===== config.mk =====
export PLATFORM = sky130hd
export DESIGN_NAME = sorted_set_table_flat
export DESIGN_NICKNAME = d
export VERILOG_FILES = /design/src/hdl/ssl_pkg.sv /design/src/hdl/ssl_stream_if.sv /design/src/hdl/ssl_cell.sv /design/src/hdl/sorted_set_table.sv /design/src/flat_wrapper.sv
export SDC_FILE = /design/constraint.sdc
export NUM_CORES = 2
export LEC_CHECK = 0
export ABC_AREA = 1
export BUFFER_PORTS_ARGS = -buffer_cell sky130_fd_sc_hd__clkbuf_2
export CORE_MARGIN = 2
export CORE_UTILIZATION = 30
export CTS_BUF_LIST = sky130_fd_sc_hd__clkbuf_4 sky130_fd_sc_hd__clkbuf_8
export DETAILED_ROUTE_END_ITERATION = 10
export GPL_ROUTABILITY_DRIVEN = 1
export PLACE_DENSITY = 0.43
export SLEW_MARGIN = 10
export SYNTH_ARGS = -nofsm -noshare
export SYNTH_HDL_FRONTEND = slang
export SYNTH_SLANG_ARGS = --single-unit

===== constraint.sdc =====
create_clock -name clk -period 10.7 [get_ports clk]
set_input_delay 1.605 -clock clk [delete_from_list [all_inputs] [get_ports clk]]
set_output_delay 1.605 -clock clk [all_outputs]
set_load 0.05 [all_outputs]

===== src/hdl/ssl_pkg.sv =====
package ssl_pkg;

    localparam int CAPACITY_DEFAULT = 16;

    localparam int KIND_W   = 2;
    localparam int VALUE_W  = 32;
    localparam int STATUS_W = 3;
    localparam int COUNT_W  = 5;

    localparam logic [KIND_W-1:0] KIND_INSERT = 2'd0;
    localparam logic [KIND_W-1:0] KIND_DELETE = 2'd1;
    localparam logic [KIND_W-1:0] KIND_FIND   = 2'd2;

    localparam logic [STATUS_W-1:0] ST_INSERTED  = 3'd0;
    localparam logic [STATUS_W-1:0] ST_PRESENT   = 3'd1;
    localparam logic [STATUS_W-1:0] ST_DELETED   = 3'd2;
    localparam logic [STATUS_W-1:0] ST_NOT_FOUND = 3'd3;
    localparam logic [STATUS_W-1:0] ST_FULL      = 3'd4;
    localparam logic [STATUS_W-1:0] ST_FOUND     = 3'd5;

    typedef struct packed {
        logic [KIND_W-1:0]         kind;
        logic signed [VALUE_W-1:0] value;
    } ssl_req_t;

    typedef struct packed {
        logic [STATUS_W-1:0] status;
        logic [COUNT_W-1:0]  count;
    } ssl_rsp_t;

    // Command broadcast from the controller to every cell.
    typedef struct packed {
        logic capture;
        logic ins;
        logic del;
    } ssl_cmd_t;

endpackage


===== src/hdl/ssl_stream_if.sv =====
interface ssl_stream_if #(
    parameter type payload_t = logic
);
    logic     valid;
    logic     ready;
    payload_t data;

    modport source (output valid, output data, input ready);
    modport sink (input valid, input data, output ready);
endinterface


===== src/hdl/ssl_cell.sv =====
module ssl_cell import ssl_pkg::*; (
    input  logic                      clk,
    input  ssl_cmd_t                  cmd,
    input  logic                      occupied,
    input  logic signed [VALUE_W-1:0] probe,
    input  logic signed [VALUE_W-1:0] key,
    input  logic signed [VALUE_W-1:0] left_entry,
    input  logic                      left_lt,
    input  logic signed [VALUE_W-1:0] right_entry,
    output logic signed [VALUE_W-1:0] entry,
    output logic                      lt,
    output logic                      eq
);

    logic signed [VALUE_W-1:0] entry_reg;
    logic signed [VALUE_W-1:0] entry_next;
    logic                      lt_reg;
    logic                      eq_reg;

    // An entry at or above the key moves: right on insert, left on delete.
    always_comb
    begin
        entry_next = entry_reg;
        if (cmd.ins && !lt_reg)
        begin
            entry_next = left_lt ? key : left_entry;
        end
        else if (cmd.del && !lt_reg)
        begin
            entry_next = right_entry;
        end
    end

    always_ff @(posedge clk)
    begin
        entry_reg <= entry_next;
        if (cmd.capture)
        begin
            lt_reg <= occupied && (entry_reg < probe);
            eq_reg <= occupied && (entry_reg == probe);
        end
    end

    assign entry = entry_reg;
    assign lt    = lt_reg;
    assign eq    = eq_reg;

endmodule


===== src/hdl/sorted_set_table.sv =====
// sorted_set_table keeps up to CAPACITY distinct signed 32-bit values in
// ascending order in a row of compare-and-shift cells, one value per cell.
// Each input item carries an operation (insert, delete or find) and a value,
// and yields exactly one result item with a status code and the entry count
// after the operation. In the cycle an item is accepted every cell compares
// its value against the incoming key and registers the outcome; then, once
// the output register is free, the hit is gathered across the row, the
// cells shift by one place toward or away from the key position, and the
// result is loaded into the output register. The input is ready again once
// that update is done, so a new item is not taken while one is at work;
// a result that waits at the output holds the update, and with it the input,
// until it is taken. No clearing pass is needed after reset: cells at or
// above the count are never compared as occupied.
module sorted_set_table import ssl_pkg::*; #(
    parameter int CAPACITY = CAPACITY_DEFAULT
) (
    input  logic clk,
    input  logic rst_n,
    ssl_stream_if.sink   in_ch,
    ssl_stream_if.source out_ch
);

    localparam int CNT_W = $clog2(CAPACITY + 1);

    logic                      busy_reg;
    logic                      busy_next;
    logic [KIND_W-1:0]         kind_reg;
    logic signed [VALUE_W-1:0] key_reg;
    logic [CNT_W-1:0]          count_reg;
    logic [CNT_W-1:0]          count_next;
    logic                      out_valid_reg;
    logic                      out_valid_next;
    ssl_rsp_t                  out_data_reg;

    logic                      accept;
    logic                      fire;
    logic                      hit;
    logic                      full;
    logic                      do_ins;
    logic                      do_del;
    logic [STATUS_W-1:0]       status;
    ssl_cmd_t                  cmd;

    logic signed [VALUE_W-1:0] entry [CAPACITY];
    logic [CAPACITY-1:0]       lt;
    logic [CAPACITY-1:0]       eq;
    logic [CAPACITY-1:0]       occupied;

    assign in_ch.ready = !busy_reg;
    assign accept      = in_ch.valid && in_ch.ready;

    // The update may only proceed once the output register is free.
    assign fire = busy_reg && (!out_valid_reg || out_ch.ready);

    assign hit    = |eq;
    assign full   = (count_reg == CNT_W'(CAPACITY));
    assign do_ins = fire && (kind_reg == KIND_INSERT) && !hit && !full;
    assign do_del = fire && (kind_reg == KIND_DELETE) && hit;

    assign cmd.capture = accept;
    assign cmd.ins     = do_ins;
    assign cmd.del     = do_del;

    always_comb
    begin
        case (kind_reg)
            KIND_INSERT: status = hit ? ST_PRESENT : (full ? ST_FULL : ST_INSERTED);
            KIND_DELETE: status = hit ? ST_DELETED : ST_NOT_FOUND;
            KIND_FIND:   status = hit ? ST_FOUND : ST_NOT_FOUND;
            default:     status = ST_NOT_FOUND;
        endcase
    end

    always_comb
    begin
        count_next = count_reg;
        if (do_ins)
        begin
            count_next = count_reg + CNT_W'(1);
        end
        else if (do_del)
        begin
            count_next = count_reg - CNT_W'(1);
        end
    end

    always_comb
    begin
        busy_next = busy_reg;
        if (accept)
        begin
            busy_next = 1'b1;
        end
        else if (fire)
        begin
            busy_next = 1'b0;
        end
    end

    always_comb
    begin
        out_valid_next = out_valid_reg;
        if (fire)
        begin
            out_valid_next = 1'b1;
        end
        else if (out_ch.ready)
        begin
            out_valid_next = 1'b0;
        end
    end

    always_ff @(posedge clk or negedge rst_n)
    begin
        if (!rst_n)
        begin
            busy_reg      <= 1'b0;
            count_reg     <= '0;
            out_valid_reg <= 1'b0;
        end
        else
        begin
            busy_reg      <= busy_next;
            count_reg     <= count_next;
            out_valid_reg <= out_valid_next;
        end
    end

    // Payload registers carry no reset.
    always_ff @(posedge clk)
    begin
        if (accept)
        begin
            kind_reg <= in_ch.data.kind;
            key_reg  <= in_ch.data.value;
        end
        if (fire)
        begin
            out_data_reg.status <= status;
            out_data_reg.count  <= COUNT_W'(count_next);
        end
    end

    assign out_ch.valid = out_valid_reg;
    assign out_ch.data  = out_data_reg;

    // The row of cells. The first cell sees the key as its left neighbor,
    // and the last cell, with no right neighbor, takes the key instead.
    for (genvar i = 0; i < CAPACITY; i++)
    begin : g_cell
        logic signed [VALUE_W-1:0] left_entry;
        logic                      left_lt;
        logic signed [VALUE_W-1:0] right_entry;

        assign occupied[i] = (CNT_W'(i) < count_reg);

        if (i == 0)
        begin : g_first
            assign left_entry = key_reg;
            assign left_lt    = 1'b1;
        end
        else
        begin : g_inner_left
            assign left_entry = entry[i-1];
            assign left_lt    = lt[i-1];
        end

        if (i == CAPACITY - 1)
        begin : g_last
            assign right_entry = key_reg;
        end
        else
        begin : g_inner_right
            assign right_entry = entry[i+1];
        end

        ssl_cell u_cell (
            .clk         (clk),
            .cmd         (cmd),
            .occupied    (occupied[i]),
            .probe       (in_ch.data.value),
            .key         (key_reg),
            .left_entry  (left_entry),
            .left_lt     (left_lt),
            .right_entry (right_entry),
            .entry       (entry[i]),
            .lt          (lt[i]),
            .eq          (eq[i])
        );
    end

endmodule


===== src/flat_wrapper.sv =====
// flat-port wrapper written by rule: the top's interface ports become plain ports
module sorted_set_table_flat import ssl_pkg::*;
#(
    parameter int CAPACITY = CAPACITY_DEFAULT
)
  (clk, rst_n, in_ch_valid, in_ch_data, in_ch_ready, out_ch_valid, out_ch_data, out_ch_ready);
  ssl_stream_if #(.payload_t(ssl_req_t)) in_ch_i ();
  ssl_stream_if #(.payload_t(ssl_rsp_t)) out_ch_i ();
  input  logic clk;
  input  logic rst_n;
  input wire logic [$bits(in_ch_i.valid)-1:0] in_ch_valid;
  input wire logic [$bits(in_ch_i.data)-1:0] in_ch_data;
  output wire logic [$bits(in_ch_i.ready)-1:0] in_ch_ready;
  output wire logic [$bits(out_ch_i.valid)-1:0] out_ch_valid;
  output wire logic [$bits(out_ch_i.data)-1:0] out_ch_data;
  input wire logic [$bits(out_ch_i.ready)-1:0] out_ch_ready;
  assign in_ch_i.valid = in_ch_valid;
  assign in_ch_i.data = in_ch_data;
  assign in_ch_ready = in_ch_i.ready;
  assign out_ch_valid = out_ch_i.valid;
  assign out_ch_data = out_ch_i.data;
  assign out_ch_i.ready = out_ch_ready;
  sorted_set_table #(.CAPACITY(CAPACITY)) u_core (.clk(clk), .rst_n(rst_n), .in_ch(in_ch_i), .out_ch(out_ch_i));
endmodule

==> impl_metrics.csv <==
group,metric,value,unit
detailed_routing,vias,35550,
pwr,p_switching,2832,µW
detailed_routing,dr.pass1.iters,6,
worst_setup_path,crit_family,"simple AND/OR/NAND/NOR gates",
cts,cts_resized,0,
sta,max_freq,0.2573,GHz
floorplanning,initial_utilization,0.3027,
pwr,power,7465,µW
logic_synthesis,syn_area,43590,µm²
detailed_routing,drt_iter0_markers,2733,
logic_synthesis,synth_area_leaders,"edfxtp_1, ha_1, inv_1",
logic_synthesis,synthAdderAreaFrac,0.1478,
logic_synthesis,synth_top_area_cell,"edfxtp_1",
worst_setup_path,crit_required,11260,ps
logic_synthesis,syn_area_per_cell,7.742,µm²
layout,seqCellArea,17770,µm²
layout,final_layout_size_suffix_gt1_frac,0.05871,
logic_synthesis,async_flop_share,0.01180,
global_route,grt_pass1_vias,33710,
pwr,clock_power_share,0.314,
worst_setup_path,r2r_start,"u_core.g_cell[4].u_cell.eq",
cts,ctsHtreeMaxLevel,3,
logic_synthesis,synth_xor_area_frac,0.001205,
logic_synthesis,synth-compound-area-share,0.1568,
logic_synthesis,synth.distinct_cells,31,
detailed_routing,routed_wl,145300,µm
floorplanning,ios,48,
worst_setup_path,crit_arrival,4450,ps
logic_synthesis,synth_ff_type,"edfxtp_1",
placement,gp_congestion,0.8294,
cts,post_cts_buffers,0,
sta,slew_headroom,0.1713,
cts,clk_path_buf_depth,3,
worst_setup_path,worst-path-stages,12,
worst_setup_path,critPathMaxStageDelay,670,ps
worst_setup_path,reg2reg_depth,12,
detailed_routing,post_drt_wl_per_cell,19.06,µm
min_path,worstHoldPathType,"reg2reg",
worst_setup_path,cp_max_fo,33,
pwr,p_seq_frac,0.413,
floorplanning,die_area,148400,µm²
pwr,p_per_area,155.1,nW/µm²
worst_setup_path,crit_buf_inv,3,
layout,layout.nets,6183,
global_route,gr-total-overflow,0,
floorplanning,num_rows,139,
floorplanning,die-width,385.2,µm
global_route,grt_max_degree,67,
status,status,"complete, no violations",
floorplanning,die_h,385.2,µm
worst_setup_path,crit_top_cell,"nor2_1",
layout,syn_to_final_growth,10.43,%
layout,fillCellCount,15370,
detailed_routing,drc,0,
logic_synthesis,synth_top_family_by_area,"simple AND/OR/NAND/NOR gates",
pwr,p_int,4633,µW
sta,drv_slew,0,
layout,largest_reg_flops,512,
sta,finalHoldViolations,0,
global_route,grt_pass1_wl,215000,µm
pwr,ir_drop,0.1044,mV
worst_setup_path,path_class,"reg2reg",
placement,placedCellCount,7414,
run,maxCapViolCount,0,
min_path,holdPathEnd,"u_core.out_ch.valid",
sta,setup_viol,0,
logic_synthesis,synth_top_area_frac,0.4037,
logic_synthesis,synth_common_cells,"inv_1, nand2_1, a21oi_1, nor2_1, edfxtp_1",
worst_setup_path,start_kind,"flop",
cts,cts.sinks,593,
min_path,hp-start,"u_core.out_ch.valid",
layout,multi_input_area,20750,µm²
cts,clock_latency,840,ps
logic_synthesis,yosys.area_share.simple,0.1650,
sta,fin_crit,3886,ps
pwr,comb_power_share,0.273,
sta,finClkSkew,45.70,ps
detailed_routing,drtAntennaViolNets,0,
worst_setup_path,r2r_setup_slack,6810,ps
logic_synthesis,muxShareOfSynthArea,0,
min_path,hold_depth,2,
floorplanning,core_region_area,144000,µm²
logic_synthesis,yosysWarningCount,0,
global_route,antenna_found_initial,3,
cts,root_buffer,"clkbuf_8",
sta,final.setup.tns,0,ps
placement,place.detailed.hpwl,109500,µm
pwr,cellLeakagePower,0.02285,µW
worst_setup_path,critPathCaptureType,"flop",
logic_synthesis,synth-edff-count,586,
cts,clkTransAtPathRegs,60,ps
placement,io_buffers,47,
cts,cts_tree,"yes",
logic_synthesis,synth-seq-area-share,0.4077,
detailed_routing,drt-vias-per-instance,4.661,
logic_synthesis,synth.most_common_cell,"inv_1",
cts,cts-buffers-inserted,117,
worst_setup_path,slowest_stage,"nor2_4",
global_route,grt_usage,0.1940,
worst_setup_path,crit_chain,"nor2_1 -> nand2_1 -> nor2_1 -> nand2_1 -> nor2_2 -> nand2_4 -> buf_4 -> nor2_4 -> buf_4 -> nor2_1 -> a21oi_1 -> inv_1",
cts,cts_hold_buf,0,
sta,tightest_slew,1242,ps
logic_synthesis,syn-num-nets,6184,
pwr,sw_frac_of_total,0.3793,
sta,fin_crit_sh,0.3632,
logic_synthesis,ys_seq_elements,593,
sta,rsz0062_at_grt,"no",
layout,instances_no_fill,7627,
worst_setup_path,r2r-end,"u_core.g_cell[11].u_cell.entry[30]",
logic_synthesis,synthCells,5631,
worst register-to-register path: cells and delay by family (launching register included):
family / cells / cell delay [ps]
buffers and inverters: 3 / 930
AO/OA/AOI/OAI: 1 / 130
flip-flops: 1 / 360
AND/OR/NAND/NOR: 8 / 2190
logic make-up (layout without fill, tap and decap cells):
family / count (synthesis) / after routing
AOI/OAI and AO/OA: 1335 / 1335
xor gates and xnor gates: 6 / 6
adders and majority gates: 515 / 515
buffers and inverters: 1366 / 1458
DFF: 593 / 593
other: 0 / 1
and+or+nand+nor: 1816 / 1816
layer usage:
metal | global-route usage | routed length (µm)
met5 | 0 | 8
met4 | 0.05347 | 3179
met3 | 0.02332 | 7557
met2 | 0.2952 | 61580
met1 | 0.2874 | 73010
cells in the final DEF (no fill, tap or decap), drive strengths merged, types with 4 or more instances in the layout:
cell and count:
a21boi 30, a21o 5, a21oi 752, and3 9, buf 66, clkbuf 215, clkinv 41, dfrtp 7
edfxtp 586, ha 515, inv 1134, nand2 1032, nand3 44, nand4 29, nor2 660, nor3 22
nor4 19, o21a 25, o21ai 521, xor2 4
per-stage QoR:
| stage | utilization | hold slack, ps | instance area, µm² | setup WS, ps |
|---|---|---|---|---|
| 5_1_grt | 0.3343 | 553.7 | 48140 | 6512 |
| 3_3_place_gp | 0.3187 | 484.2 | 45890 | 6179 |
| 3_5_place_dp | 0.3187 | 503.4 | 45890 | 6118 |
| 2_1_floorplan | - | 519.1 | 43590 | 5776 |
| 6_report | 0.3343 | 511.6 | 48140 | 6814 |
| 4_1_cts | 0.3343 | 518.1 | 48140 | 6735 |
layout make-up:
cell class	count	share of cell area
Clock inverter	44	0.004158
Tap cell	1903	0.04946
Inverter	1133	0.08834
Multi-Input combinational cell	3672	0.4311
Sequential cell	593	0.3692
Antenna cell	1	0.00005198
Timing Repair Buffer	113	0.01518
Clock buffer	168	0.04257
worst max path at each step:
stage                                     startpoint                            endpoint  slack [ps]
after floorplan                          in_ch_valid      u_core.g_cell[0].left_entry[0]        5780
after global placement                  out_ch_ready   u_core.g_cell[7].u_cell.entry[25]        6180
after detailed placement                out_ch_ready  u_core.g_cell[11].u_cell.entry[30]        6120
after CTS                 u_core.g_cell[4].u_cell.eq  u_core.g_cell[11].u_cell.entry[30]        6730
after global routing      u_core.g_cell[4].u_cell.eq  u_core.g_cell[11].u_cell.entry[24]        6510
final                     u_core.g_cell[4].u_cell.eq  u_core.g_cell[11].u_cell.entry[30]        6810
power groups by stage:
stage,registers [µW],clock network (µW),logic (µW)
2_1_floorplan,3050,0,1330
3_3_place_gp,3120,0,2010
3_5_place_dp,3120,0,2030
4_1_cts,3080,2420,2040
5_1_grt,3110,2500,2320
6_report,3080,2340,2040
No activity file was read; power rests on OpenSTA's default activity.
